$ cat src/rtl/accel_sample_average_bias_scale_core_defines.svh
// assertion macros shared by the accel averaging core
// no dependencies; included by the controller and datapath files
`ifndef ACCEL_SAMPLE_AVERAGE_BIAS_SCALE_CORE_DEFINES_SVH
`define ACCEL_SAMPLE_AVERAGE_BIAS_SCALE_CORE_DEFINES_SVH

`ifndef ASSERT_OFF
`define ASABS_ASSERT(lbl, clk, rst, prop, msg) \
  lbl: assert property (@(posedge clk) disable iff (rst) prop) else $error(msg);
`define ASABS_ASSERT_ALWAYS(lbl, clk, prop, msg) \
  lbl: assert property (@(posedge clk) prop) else $error(msg);
`else
`define ASABS_ASSERT(lbl, clk, rst, prop, msg)
`define ASABS_ASSERT_ALWAYS(lbl, clk, prop, msg)
`endif

`endif

$ cat src/rtl/asabs_pkg.sv
// shared types and constants for the accel averaging core
// no dependencies; used by asabs_ctrl, asabs_dp and the top level
package asabs_pkg;

  localparam int SAMPLE_W   = 16;
  localparam int BIAS_W     = 16;
  localparam int SUM_W      = 24;
  localparam int COUNT_W    = 8;
  localparam int SCALE_W    = 24;
  localparam int OUT_W      = 24;
  localparam int AXES       = 3;
  localparam int AXIS_W     = 2;
  localparam int VAL_W      = 17;
  localparam int PROD_W     = VAL_W + SCALE_W + 1;
  localparam int REM_W      = COUNT_W + 1;
  localparam int DIV_STEPS  = SUM_W;
  localparam int STEP_W     = 5;
  localparam int CFG_IDX_W  = 2;
  localparam int CFG_DATA_W = 24;
  localparam int ROUND_SHIFT = 8;

  localparam int MAX_SAMPLES_DEFAULT = 255;
  localparam int COUNT_CAP           = 255;

  localparam logic [SCALE_W-1:0]       SCALE_RESET = 24'd20091;
  localparam logic signed [PROD_W-1:0] ROUND_BIAS  = PROD_W'(128);
  localparam logic signed [OUT_W-1:0]  OUT_MAX     = 24'sh7FFFFF;
  localparam logic signed [OUT_W-1:0]  OUT_MIN     = 24'sh800000;

  typedef enum logic [CFG_IDX_W-1:0] {
    REG_BIAS_X,
    REG_BIAS_Y,
    REG_BIAS_Z,
    REG_SCALE
  } cfg_reg_t;

  typedef enum logic {
    OP_SAMPLE,
    OP_EVAL
  } opcode_t;

  typedef enum logic [2:0] {
    ST_IDLE,
    ST_DIV,
    ST_BIAS,
    ST_MUL,
    ST_RND,
    ST_DONE
  } state_t;

  typedef struct packed {
    logic              acc_en;
    logic              eval_load;
    logic              div_step;
    logic              bias_en;
    logic              mul_en;
    logic              rnd_en;
    logic [AXIS_W-1:0] axis;
    logic              out_load;
  } ctrl_cmd_t;

  typedef struct packed {
    logic cnt_zero;
    logic out_busy;
  } dp_status_t;

endpackage

$ cat src/rtl/asabs_ctrl.sv
// controller state machine for the accel averaging core
// depends on asabs_pkg and the shared assertion macro header
`include "accel_sample_average_bias_scale_core_defines.svh"

module asabs_ctrl (
  input  logic                   clk,
  input  logic                   rst,
  input  logic                   in_valid,
  input  logic                   opcode,
  output logic                   in_stall,
  input  asabs_pkg::dp_status_t  sts,
  output asabs_pkg::ctrl_cmd_t   cmd
);

  asabs_pkg::state_t state, state_next;
  logic [asabs_pkg::STEP_W-1:0] step;
  logic [asabs_pkg::AXIS_W-1:0] axis;
  logic eval_acc;

  assign eval_acc = (state == asabs_pkg::ST_IDLE) && in_valid &&
                    (opcode == asabs_pkg::OP_EVAL);

  always_ff @(posedge clk) begin
    if (rst) begin
      state <= asabs_pkg::ST_IDLE;
      step  <= '0;
      axis  <= '0;
    end else begin
      state <= state_next;
      if (state == asabs_pkg::ST_DIV) begin
        step <= step + 1'b1;
      end else begin
        step <= '0;
      end
      if (state == asabs_pkg::ST_BIAS) begin
        axis <= '0;
      end else if (state == asabs_pkg::ST_RND) begin
        axis <= axis + 1'b1;
      end
    end
  end

  always_comb begin
    state_next = state;
    unique case (state)
      asabs_pkg::ST_IDLE: begin
        if (eval_acc) begin
          state_next = sts.cnt_zero ? asabs_pkg::ST_DONE : asabs_pkg::ST_DIV;
        end
      end
      asabs_pkg::ST_DIV: begin
        if (step == asabs_pkg::STEP_W'(asabs_pkg::DIV_STEPS - 1)) begin
          state_next = asabs_pkg::ST_BIAS;
        end
      end
      asabs_pkg::ST_BIAS: state_next = asabs_pkg::ST_MUL;
      asabs_pkg::ST_MUL:  state_next = asabs_pkg::ST_RND;
      asabs_pkg::ST_RND: begin
        if (axis == asabs_pkg::AXIS_W'(asabs_pkg::AXES - 1)) begin
          state_next = asabs_pkg::ST_DONE;
        end else begin
          state_next = asabs_pkg::ST_MUL;
        end
      end
      asabs_pkg::ST_DONE: begin
        if (!sts.out_busy) begin
          state_next = asabs_pkg::ST_IDLE;
        end
      end
      default: state_next = asabs_pkg::ST_IDLE;
    endcase
  end

  always_comb begin
    in_stall      = (state != asabs_pkg::ST_IDLE);
    cmd.acc_en    = (state == asabs_pkg::ST_IDLE) && in_valid &&
                    (opcode == asabs_pkg::OP_SAMPLE);
    cmd.eval_load = eval_acc;
    cmd.div_step  = (state == asabs_pkg::ST_DIV);
    cmd.bias_en   = (state == asabs_pkg::ST_BIAS);
    cmd.mul_en    = (state == asabs_pkg::ST_MUL);
    cmd.rnd_en    = (state == asabs_pkg::ST_RND);
    cmd.axis      = axis;
    cmd.out_load  = (state == asabs_pkg::ST_DONE) && !sts.out_busy;
  end

  `ASABS_ASSERT(a_eval_starts_div, clk, rst, (eval_acc && !sts.cnt_zero) |=> (state == asabs_pkg::ST_DIV), "evaluate with samples did not start the divider")
  `ASABS_ASSERT(a_load_when_free, clk, rst, cmd.out_load |-> !sts.out_busy, "result loaded over a waiting transaction")
  `ASABS_ASSERT(a_bias_then_axis0, clk, rst, (state == asabs_pkg::ST_BIAS) |=> (state == asabs_pkg::ST_MUL && axis == '0), "scaling did not start at the first axis")

endmodule

$ cat src/rtl/asabs_dp.sv
// datapath of the accel averaging core: accumulators, three restoring
// dividers, bias add, shared multiplier, round and saturate, output register
// depends on asabs_pkg and the shared assertion macro header
`include "accel_sample_average_bias_scale_core_defines.svh"

module asabs_dp #(
  parameter int MAX_SAMPLES = asabs_pkg::MAX_SAMPLES_DEFAULT
) (
  input  logic                                   clk,
  input  logic                                   rst,
  input  asabs_pkg::ctrl_cmd_t                   cmd,
  output asabs_pkg::dp_status_t                  sts,
  input  logic                                   cfg_we,
  input  logic [asabs_pkg::CFG_IDX_W-1:0]        cfg_index,
  input  logic [asabs_pkg::CFG_DATA_W-1:0]       cfg_data,
  input  logic signed [asabs_pkg::SAMPLE_W-1:0]  sample_x,
  input  logic signed [asabs_pkg::SAMPLE_W-1:0]  sample_y,
  input  logic signed [asabs_pkg::SAMPLE_W-1:0]  sample_z,
  output logic                                   out_valid,
  input  logic                                   out_stall,
  output logic signed [asabs_pkg::OUT_W-1:0]     accel_x,
  output logic signed [asabs_pkg::OUT_W-1:0]     accel_y,
  output logic signed [asabs_pkg::OUT_W-1:0]     accel_z,
  output logic [asabs_pkg::COUNT_W-1:0]          sample_count,
  output logic                                   empty_res,
  output logic                                   saturated
);

  localparam logic [asabs_pkg::COUNT_W-1:0] COUNT_LIMIT = asabs_pkg::COUNT_W'(
    (MAX_SAMPLES > asabs_pkg::COUNT_CAP) ? asabs_pkg::COUNT_CAP : MAX_SAMPLES);

  logic signed [asabs_pkg::BIAS_W-1:0]   bias [asabs_pkg::AXES];
  logic [asabs_pkg::SCALE_W-1:0]         scale;
  logic signed [asabs_pkg::SAMPLE_W-1:0] samp [asabs_pkg::AXES];

  logic signed [asabs_pkg::SUM_W-1:0] sum [asabs_pkg::AXES];
  logic [asabs_pkg::COUNT_W-1:0]      count;
  logic                               overflowed;

  logic [asabs_pkg::SUM_W-1:0]   quo [asabs_pkg::AXES];
  logic [asabs_pkg::REM_W-1:0]   rem [asabs_pkg::AXES];
  logic                          neg [asabs_pkg::AXES];
  logic [asabs_pkg::COUNT_W-1:0] cnt_snap;
  logic                          ovf_snap;
  logic                          empty_snap;

  logic signed [asabs_pkg::VAL_W-1:0]  val [asabs_pkg::AXES];
  logic signed [asabs_pkg::PROD_W-1:0] prod;
  logic signed [asabs_pkg::OUT_W-1:0]  res [asabs_pkg::AXES];

  logic [asabs_pkg::REM_W-1:0]         rem_sh  [asabs_pkg::AXES];
  logic                                rem_ge  [asabs_pkg::AXES];
  logic signed [asabs_pkg::VAL_W-1:0]  avg     [asabs_pkg::AXES];
  logic signed [asabs_pkg::VAL_W-1:0]  val_calc [asabs_pkg::AXES];
  logic signed [asabs_pkg::PROD_W-1:0] prod_calc;
  logic signed [asabs_pkg::PROD_W-1:0] rnd_sum;
  logic signed [asabs_pkg::PROD_W-1:0] rnd_shift;
  logic signed [asabs_pkg::OUT_W-1:0]  sat_val;

  assign samp[0] = sample_x;
  assign samp[1] = sample_y;
  assign samp[2] = sample_z;

  assign sts.cnt_zero = (count == '0);
  assign sts.out_busy = out_valid && out_stall;

  always_comb begin
    for (int i = 0; i < asabs_pkg::AXES; i++) begin
      rem_sh[i] = {rem[i][asabs_pkg::REM_W-2:0], quo[i][asabs_pkg::SUM_W-1]};
      rem_ge[i] = (rem_sh[i] >= {1'b0, cnt_snap});
      // quotient magnitude never exceeds 32768, so 17 bits hold it
      avg[i] = neg[i] ? -$signed(quo[i][asabs_pkg::VAL_W-1:0])
                      : $signed(quo[i][asabs_pkg::VAL_W-1:0]);
      val_calc[i] = avg[i] + asabs_pkg::VAL_W'(bias[i]);
    end
  end

  assign prod_calc = val[cmd.axis] * $signed({1'b0, scale});
  // round to nearest, ties toward plus infinity
  assign rnd_sum   = prod + asabs_pkg::ROUND_BIAS;
  assign rnd_shift = rnd_sum >>> asabs_pkg::ROUND_SHIFT;

  always_comb begin
    if (rnd_shift > asabs_pkg::PROD_W'(asabs_pkg::OUT_MAX)) begin
      sat_val = asabs_pkg::OUT_MAX;
    end else if (rnd_shift < asabs_pkg::PROD_W'(asabs_pkg::OUT_MIN)) begin
      sat_val = asabs_pkg::OUT_MIN;
    end else begin
      sat_val = rnd_shift[asabs_pkg::OUT_W-1:0];
    end
  end

  // configuration registers
  always_ff @(posedge clk) begin
    if (rst) begin
      for (int i = 0; i < asabs_pkg::AXES; i++) begin
        bias[i] <= '0;
      end
      scale <= asabs_pkg::SCALE_RESET;
    end else if (cfg_we) begin
      unique case (asabs_pkg::cfg_reg_t'(cfg_index))
        asabs_pkg::REG_BIAS_X: bias[0] <= cfg_data[asabs_pkg::BIAS_W-1:0];
        asabs_pkg::REG_BIAS_Y: bias[1] <= cfg_data[asabs_pkg::BIAS_W-1:0];
        asabs_pkg::REG_BIAS_Z: bias[2] <= cfg_data[asabs_pkg::BIAS_W-1:0];
        asabs_pkg::REG_SCALE:  scale   <= cfg_data[asabs_pkg::SCALE_W-1:0];
      endcase
    end
  end

  // accumulators
  always_ff @(posedge clk) begin
    if (rst) begin
      for (int i = 0; i < asabs_pkg::AXES; i++) begin
        sum[i] <= '0;
      end
      count      <= '0;
      overflowed <= 1'b0;
    end else if (cmd.eval_load) begin
      for (int i = 0; i < asabs_pkg::AXES; i++) begin
        sum[i] <= '0;
      end
      count      <= '0;
      overflowed <= 1'b0;
    end else if (cmd.acc_en) begin
      if (count >= COUNT_LIMIT) begin
        overflowed <= 1'b1;
      end else begin
        for (int i = 0; i < asabs_pkg::AXES; i++) begin
          sum[i] <= sum[i] + asabs_pkg::SUM_W'(samp[i]);
        end
        count <= count + 1'b1;
      end
    end
  end

  // divider, bias add, multiply, round
  always_ff @(posedge clk) begin
    if (cmd.eval_load) begin
      for (int i = 0; i < asabs_pkg::AXES; i++) begin
        neg[i] <= sum[i][asabs_pkg::SUM_W-1];
        quo[i] <= sum[i][asabs_pkg::SUM_W-1] ? -sum[i] : sum[i];
        rem[i] <= '0;
      end
      cnt_snap   <= count;
      ovf_snap   <= overflowed;
      empty_snap <= (count == '0);
    end else if (cmd.div_step) begin
      for (int i = 0; i < asabs_pkg::AXES; i++) begin
        rem[i] <= rem_ge[i] ? (rem_sh[i] - {1'b0, cnt_snap}) : rem_sh[i];
        quo[i] <= {quo[i][asabs_pkg::SUM_W-2:0], rem_ge[i]};
      end
    end
    if (cmd.bias_en) begin
      for (int i = 0; i < asabs_pkg::AXES; i++) begin
        val[i] <= val_calc[i];
      end
    end
    if (cmd.mul_en) begin
      prod <= prod_calc;
    end
    if (cmd.rnd_en) begin
      res[cmd.axis] <= sat_val;
    end
  end

  // output register
  always_ff @(posedge clk) begin
    if (rst) begin
      out_valid <= 1'b0;
    end else if (cmd.out_load) begin
      out_valid <= 1'b1;
    end else if (!out_stall) begin
      out_valid <= 1'b0;
    end
  end

  always_ff @(posedge clk) begin
    if (cmd.out_load) begin
      accel_x      <= empty_snap ? '0 : res[0];
      accel_y      <= empty_snap ? '0 : res[1];
      accel_z      <= empty_snap ? '0 : res[2];
      sample_count <= cnt_snap;
      empty_res    <= empty_snap;
      saturated    <= ovf_snap;
    end
  end

  `ASABS_ASSERT(a_rem_below_divisor, clk, rst, cmd.div_step |=> (rem[0] < {1'b0, cnt_snap}), "divider remainder not below the count")
  `ASABS_ASSERT(a_count_in_limit, clk, rst, count <= COUNT_LIMIT, "sample count beyond its limit")
  `ASABS_ASSERT(a_eval_clears, clk, rst, cmd.eval_load |=> (count == '0 && !overflowed), "evaluate did not clear the accumulators")

endmodule

$ cat src/rtl/accel_sample_average_bias_scale_core.sv
// channel     | dir | handshake            | payload
// input       | in  | in_valid / in_stall  | opcode, sample_x, sample_y, sample_z
// result      | out | out_valid / out_stall| accel_x/y/z, sample_count, empty_res, saturated
// config      | in  | cfg_valid / cfg_ready| cfg_index, cfg_data
//
// a sample is taken whenever the core is idle; samples may arrive back to back
// an evaluate with samples runs these steps before the next transaction is taken:
// 24 steps of the restoring dividers, one bias add, three multiply/round pairs
// on the shared 17x25 multiplier and one output load; an empty evaluate loads zeros
// rst is synchronous: clears accumulators, bias registers and output valid, loads scale
// a stalled result holds the output register and with it the finishing evaluate
// top level of the accel averaging core: controller and datapath joined by commands
// depends on asabs_pkg, asabs_ctrl and asabs_dp
module accel_sample_average_bias_scale_core #(
  parameter int MAX_SAMPLES = asabs_pkg::MAX_SAMPLES_DEFAULT
) (
  input  logic                                   clk,
  input  logic                                   rst,
  input  logic                                   in_valid,
  output logic                                   in_stall,
  input  logic                                   opcode,
  input  logic signed [asabs_pkg::SAMPLE_W-1:0]  sample_x,
  input  logic signed [asabs_pkg::SAMPLE_W-1:0]  sample_y,
  input  logic signed [asabs_pkg::SAMPLE_W-1:0]  sample_z,
  output logic                                   out_valid,
  input  logic                                   out_stall,
  output logic signed [asabs_pkg::OUT_W-1:0]     accel_x,
  output logic signed [asabs_pkg::OUT_W-1:0]     accel_y,
  output logic signed [asabs_pkg::OUT_W-1:0]     accel_z,
  output logic [asabs_pkg::COUNT_W-1:0]          sample_count,
  output logic                                   empty_res,
  output logic                                   saturated,
  input  logic                                   cfg_valid,
  output logic                                   cfg_ready,
  input  logic [asabs_pkg::CFG_IDX_W-1:0]        cfg_index,
  input  logic [asabs_pkg::CFG_DATA_W-1:0]       cfg_data
);

  asabs_pkg::ctrl_cmd_t  cmd;
  asabs_pkg::dp_status_t sts;

  assign cfg_ready = 1'b1;

  asabs_ctrl u_ctrl (
    .clk      (clk),
    .rst      (rst),
    .in_valid (in_valid),
    .opcode   (opcode),
    .in_stall (in_stall),
    .sts      (sts),
    .cmd      (cmd)
  );

  asabs_dp #(
    .MAX_SAMPLES (MAX_SAMPLES)
  ) u_dp (
    .clk          (clk),
    .rst          (rst),
    .cmd          (cmd),
    .sts          (sts),
    .cfg_we       (cfg_valid && cfg_ready),
    .cfg_index    (cfg_index),
    .cfg_data     (cfg_data),
    .sample_x     (sample_x),
    .sample_y     (sample_y),
    .sample_z     (sample_z),
    .out_valid    (out_valid),
    .out_stall    (out_stall),
    .accel_x      (accel_x),
    .accel_y      (accel_y),
    .accel_z      (accel_z),
    .sample_count (sample_count),
    .empty_res    (empty_res),
    .saturated    (saturated)
  );

endmodule
$ cat config.mk
export PLATFORM = sky130hd
export DESIGN_NAME = accel_sample_average_bias_scale_core
export DESIGN_NICKNAME = d
export VERILOG_FILES = /design/src/rtl/asabs_pkg.sv /design/src/rtl/asabs_ctrl.sv /design/src/rtl/asabs_dp.sv /design/src/rtl/accel_sample_average_bias_scale_core.sv
export VERILOG_INCLUDE_DIRS = /design/src /design/src/rtl
export SDC_FILE = /design/constraint.sdc
export NUM_CORES = 2
export LEC_CHECK = 0
export BUFFER_PORTS_ARGS = -buffer_cell sky130_fd_sc_hd__buf_2
export CORE_MARGIN = 2
export CORE_UTILIZATION = 50
export CTS_CLUSTER_SIZE = 14
export DETAILED_ROUTE_END_ITERATION = 8
export PLACE_DENSITY = 0.67
export SLEW_MARGIN = 15
export SYNTH_ARGS = -nofsm -noshare
export SYNTH_HDL_FRONTEND = slang
export SYNTH_HIERARCHICAL = 1
export SYNTH_SLANG_ARGS = --single-unit
$ cat constraint.sdc
create_clock -name clk -period 10.1 [get_ports clk]
set_clock_uncertainty 0.1 [all_clocks]
set_input_delay 2.02 -clock clk [delete_from_list [all_inputs] [get_ports clk]]
set_output_delay 2.02 -clock clk [all_outputs]
set_load 0.1 [all_outputs]
# Word level (Yosys, flattened, before mapping)
# Memory sizes are Yosys's and may differ from the RTL's. A register that Yosys moved wholly into a read port is not among the register bits.
# Index checks and enable logic that the tools add are counted.
[totals]
reg_bits = 106
ramBits = 345
inputBits = 80
output_inout_bits = 85
word_cells = 162
n_memories = 7
[memory_table]
columns = ["name", "words", "word_bits", "read_ports", "rd_ports_with_merged_regs", "write_ports", "line", "text"]
rows = [
  ["u_dp.quo", 3, 24, 3, 0, 3, "asabs_dp.sv:40", "logic [asabs_pkg::SUM_W-1:0] quo [asabs_pkg::AXES];"],
  ["u_dp.res", 3, 24, 3, 3, 1, "asabs_dp.sv:49", "logic signed [asabs_pkg::OUT_W-1:0] res [asabs_pkg::AXES];"],
  ["u_dp.sum", 3, 24, 3, 0, 3, "asabs_dp.sv:36", "logic signed [asabs_pkg::SUM_W-1:0] sum [asabs_pkg::AXES];"],
  ["u_dp.val", 3, 17, 1, 1, 3, "asabs_dp.sv:47", "logic signed [asabs_pkg::VAL_W-1:0] val [asabs_pkg::AXES];"],
  ["u_dp.bias", 3, 16, 3, 0, 3, "asabs_dp.sv:32", "logic signed [asabs_pkg::BIAS_W-1:0] bias [asabs_pkg::AXES];"],
  ["u_dp.rem", 3, 9, 3, 0, 3, "asabs_dp.sv:41", "logic [asabs_pkg::REM_W-1:0] rem [asabs_pkg::AXES];"],
  ["1 more memories", "--", "--", "--", "--", "--", "--", ""],
]
[op_classes]
add_sub_neg = 19
n_mul = 1
magnitude_cmp = 6
eq_ne = 14
mux = 66
n_bitwise = 18
reduce_logical = 17
[op_table]
columns = ["cell", "n"]
rows = [
  ["24-bit two-way mux", 14],
  ["24-bit by 16-bit adder with 24-bit output", 3],
  ["24-bit negation", 3],
  ["9-bit two-way mux", 6],
  ["17-bit by 16-bit adder with 17-bit output", 3],
  ["17-bit two-way mux", 3],
  ["17-bit negation", 3],
  ["16-bit two-way mux", 3],
  ["42-bit by 9-bit adder with 42-bit output, second input constant", 1],
  ["17-bit by 25-bit multiplier with 42-bit output", 1],
  ["34-bit by 24-bit > comparator with 1-bit output, second input constant", 1],
  ["34-bit by 24-bit < comparator with 1-bit output, second input constant", 1],
  ["1-bit two-way mux", 32],
  ["9-bit by 8-bit greater-or-equal comparator with 1-bit output", 3],
  ["9-bit by 8-bit subtractor with 9-bit output", 3],
  ["3-bit case mux with 6 select lines", 1],
  ["3-bit two-way mux", 5],
  ["1-bit OR", 15],
  ["8-bit by 1-bit adder with 8-bit output, second input constant", 1],
  ["8-bit greater-or-equal comparator, second input constant", 1],
  ["8-bit logical NOT", 1],
  ["2-bit == test, second input constant", 3],
  ["3-bit by 2-bit == test with 1-bit output, second input constant", 2],
  ["3-bit == test, second input constant", 2],
  ["other kinds (17)", 30],
]

# Longest topological paths before layout
[depth]
ltp_word = 8
depth_mapped = 28

# Cells and area by module
# The synthesis kept the hierarchy.
[by_module_without_submodules]
columns = ["mod", "n_inst", "cells_each", "area_per_inst_um2"]
rows = [
  ["asabs_dp", 1, 3864, 39837.0],
  ["asabs_ctrl", 1, 61, 573.0],
  ["accel_sample_average_bias_scale_core", 1, 2, 11.3],
]

# Least setup slack after synthesis
# No wires, ideal clock.
[synth_timing]
path_kind = "input-to-reg"
start = "in out_stall"
end = "reg u_dp/accel_x[0] (netlist name), read port of u_dp.res, enable pin"
arrival_time_ps = 8219
required_ps = 9357
setup_slack_ps = 1138
stages = 2
n_path_buf = 0
path_cell_list = "and2_1 > nor3b_1"
[synth_lines]
columns = ["element", "line", "text"]
rows = [
  ["start: declaration", "accel_sample_average_bias_scale_core.sv:26", "input logic out_stall,"],
  ["end: declaration", "asabs_dp.sv:21", "output logic signed [asabs_pkg::OUT_W-1:0] accel_x,"],
]

==> results.md <==
- Number of sinks driven by the clock tree: ~510
- Post-Syn Area: 40400 µm²
- Routability congestion estimate: between 0.8 and 0.9
- Actual transition at the worst max-transition pin: 1.09 ns
- Crit path DAT: a little under 8 ns
- R2r endpoint: u_dp/prod[38]
- Global route total overflow: 0
- Port bufs: approximately 160
- Routed Antenna Nets: 0
- DPL Wire Length: approximately 71 mm
- Launch point of the worst reg-to-reg path: u_ctrl/axis[0]
- Worst setup path category: register to register
- Starting Density: a little over 50%
- Finished layout cell area: ~44000 µm²
- Async SR Flop Fraction: 0%
- Root buffer selected by CTS: clkbuf_16
- Die Y-Extent: about 290 µm
- Clock transition at the registers of the reported paths: approximately 0.060 ns
- Number of design-rule violations left by the first detailed-router iteration: between 1.5k and 2k
- CTS buffer count: 58
- Post-synth top area cell: edfxtp_1
- Die X: 288 µm
- Most used standard cell by instance count after synthesis: edfxtp_1
- Number of hold buffers added after cts: 0
- Later-pin clock latency in the skew report: 0.63 ns
- Highest clock rate: between 100 and 150 MHz
- Final critical-path required period: around 7.6 ns
- Hold violation total from the final report: 0
- Signed area change from the synthesized netlist to the final layout: 9.80%
- Distinct cell type count after synthesis: just over 70
- Critical path launch point type: register
- Via density per instance: 5.43
- Global-route wire length before repair: 149 mm
- Period utilisation layout: approximately 75%
- Number of enable-type register cells in the synthesized netlist: around 470
- Placement Rows: approximately 100
- Pin count of the biggest net entering global routing: 75
- Core ar.: between 80000 and 90000 µm²
- Number of iterations in the first detailed-routing pass: 5
- Global router's overall resource usage: around 23%
- Number of buffers inserted to repair setup after CTS: 0
- DRC: 0
- Outcome: completed
- Vias in the first global route: roughly 28k
- Endpoints failing setup: 0
- Sequential share of the synthesized area: ~37%
- Terminating pin of the worst hold path: u_dp/ovf_snap
- Detailed-route wire length: about 93 mm
- Resized Gates After CTS: 0
- Nets in the synthesized netlist: 4634
- Seq cells post-synth: roughly 500
- Data required time of the critical path: just over 10 ns
- Maximum root-to-sink buffer count: 3
- Launch point of the worst hold path: u_dp/overflowed
- Commonest cells in the netlist: edfxtp_1, nand2_1, inv_1
- Routed len/inst: 18.1 µm
- Cell area after placement: 42400 µm²
- Net count reported at finish: around 4.8k
- # Max-Cap Violations: 0
- Number of antenna violations at the first check in global routing: 2
- Area of the die: between 80000 and 90000 µm²
- Final number of max-transition violations: 0
- RSZ-0062 raised after global routing: no
- CP Capture Type: register
- Headroom to the max-slew limit: 26.9%
- Synth top area share: between 30% and 40%
- Hold Path Stages: 0
- Mapped Cells: slightly below 4k
- Number of warnings reported in the yosys synthesis log: 6
- Clock tree from TritonCTS: yes
- Prevailing post-synth register cell: edfxtp_1
- Final setup TNS: 0 ns
- Worst min path class: register to register
- Overall via count from detail_route: between 20k and 30k
- Peak fanout along the critical path: 22
- Setup slack on the worst flop-to-flop path: 2.52 ns
- Synth area leaders: edfxtp_1, fa_1, ha_1, nand2_1, inv_1
- Register-to-Register Path Depth: 23
- Proportion of layout cells with a drive suffix above 1: under 10%
- H-tree depth: 2
- Mean area per synthesized cell: 10.3 µm²
- Count of pins on the block boundary: about 170
-- registers in the layout, indices dropped and copies added (netlist names), 24 cells and up --
name          flops
u_dp/val         51
u_dp/quo         72
u_dp/scale       24
u_dp/res         72
u_dp/bias        48
u_dp/accel_z     24
u_dp/rem         24
u_dp/prod        35
u_dp/accel_y     24
u_dp/accel_x     24
u_dp/sum         72
-- how the worst max path moves through the flow --
stage | cells past startpoint | to | slack, ns | startpoint
floorplan | 2 | u_dp/accel_x[0] | 1.14 | out_stall
global placement | 23 | u_dp/prod[38] | 2.71 | u_ctrl/axis[0]
detailed placement | 23 | u_dp/prod[38] | 2.55 | u_ctrl/axis[0]
CTS | 23 | u_dp/prod[38] | 2.52 | u_ctrl/axis[0]
global route | 23 | u_dp/prod[38] | 2.07 | u_ctrl/axis[0]
finish | 23 | u_dp/prod[38] | 2.52 | u_ctrl/axis[0]
-- routing by layer --
metal / up-vias / track usage [%] / share of wire (%) / routed length [µm]
met5: - / 0 / 0 / 0
met1: 13786 / 28.0 / 41 / 38300
li1: 13508 / - / - / -
met3: 182 / 2.42 / 3.7 / 3440
met4: 0 / 9.20 / 4.2 / 3930
met2: 589 / 40.4 / 51 / 47600
-- layout make-up --
class	count	area [µm²]
Sequential cell	513	15000
Tap cell	1060	1330
Clock buffer	72	1520
Inverter	435	1630
Timing Repair Buffer	207	1150
Antenna cell	2	5.00
Clock inverter	35	424
Fill cell	6988	35900
Multi-Input combinational cell	2846	23400
-- per-stage QoR --
stage,hold slack (ns),cells,setup slack (ns),utilization [%]
3_5_place_dp,0.323,5061,2.55,52.8
6_report,0.338,5170,2.52,55.3
4_1_cts,0.339,5168,2.52,55.3
3_3_place_gp,0.325,5061,2.71,52.8
2_1_floorplan,0.300,3927,1.14,-
5_1_grt,0.342,5170,2.07,55.3
-- kinds of logic after synthesis --
logic type | count (synthesis) | share of synthesized area, %
compound gates | 573 | 8.66
xor+xnor | 273 | 5.92
fa+ha+maj | 627 | 25.7
buf+inv | 568 | 5.34
flops | 513 | 37.0
mux | 41 | 1.03
other cells | 1 | 0.00928
simple gates | 1331 | 16.4
-- layout by cell type, fill, tap and decap left out, drive strengths merged, types with 12 or more instances in the layout --
| cell type | count |
|---|---|
| o21ai | 210 |
| nand2b | 39 |
| nand4 | 30 |
| or3 | 30 |
| a21o | 39 |
| clkbuf | 72 |
| or4 | 12 |
| or2 | 20 |
| dfxtp | 44 |
| and3 | 26 |
| mux2i | 37 |
| a21boi | 12 |
| fa | 337 |
| nor2 | 225 |
| nand2 | 451 |
| ha | 290 |
| o41ai | 13 |
| buf | 207 |
| inv | 439 |
| xor2 | 126 |
| nor3 | 58 |
| edfxtp | 469 |
| o21a | 14 |
| o21bai | 23 |
| and2 | 177 |
| a21oi | 151 |
| a31oi | 19 |
| nor4 | 13 |
| nor2b | 150 |
| o31ai | 33 |
| nand3 | 65 |
| a211oi | 18 |
| xnor2 | 147 |
| clkinv | 22 |
-- critical path, stage by stage, from the launching register on --
cell and delay (ns):
dfxtp_1 0.31, buf_4 0.31, mux2i_1 0.12, o21ai_1 0.64
nand2_1 0.17, fa_1 0.52, fa_1 0.55, inv_1 0.06
fa_1 0.50, fa_1 0.51, fa_1 0.54, inv_1 0.05
fa_1 0.53, inv_1 0.05, ha_1 0.32, and3_1 0.19
nand4_1 0.10, nor3_1 0.37, o21ai_0 0.22, a31oi_1 0.36
a21oi_1 0.16, o31ai_1 0.35, a21oi_1 0.14, xnor2_1 0.13
Power is not shown: default switching activity piles up to over one toggle a cycle in this logic, so the estimate is an artifact.
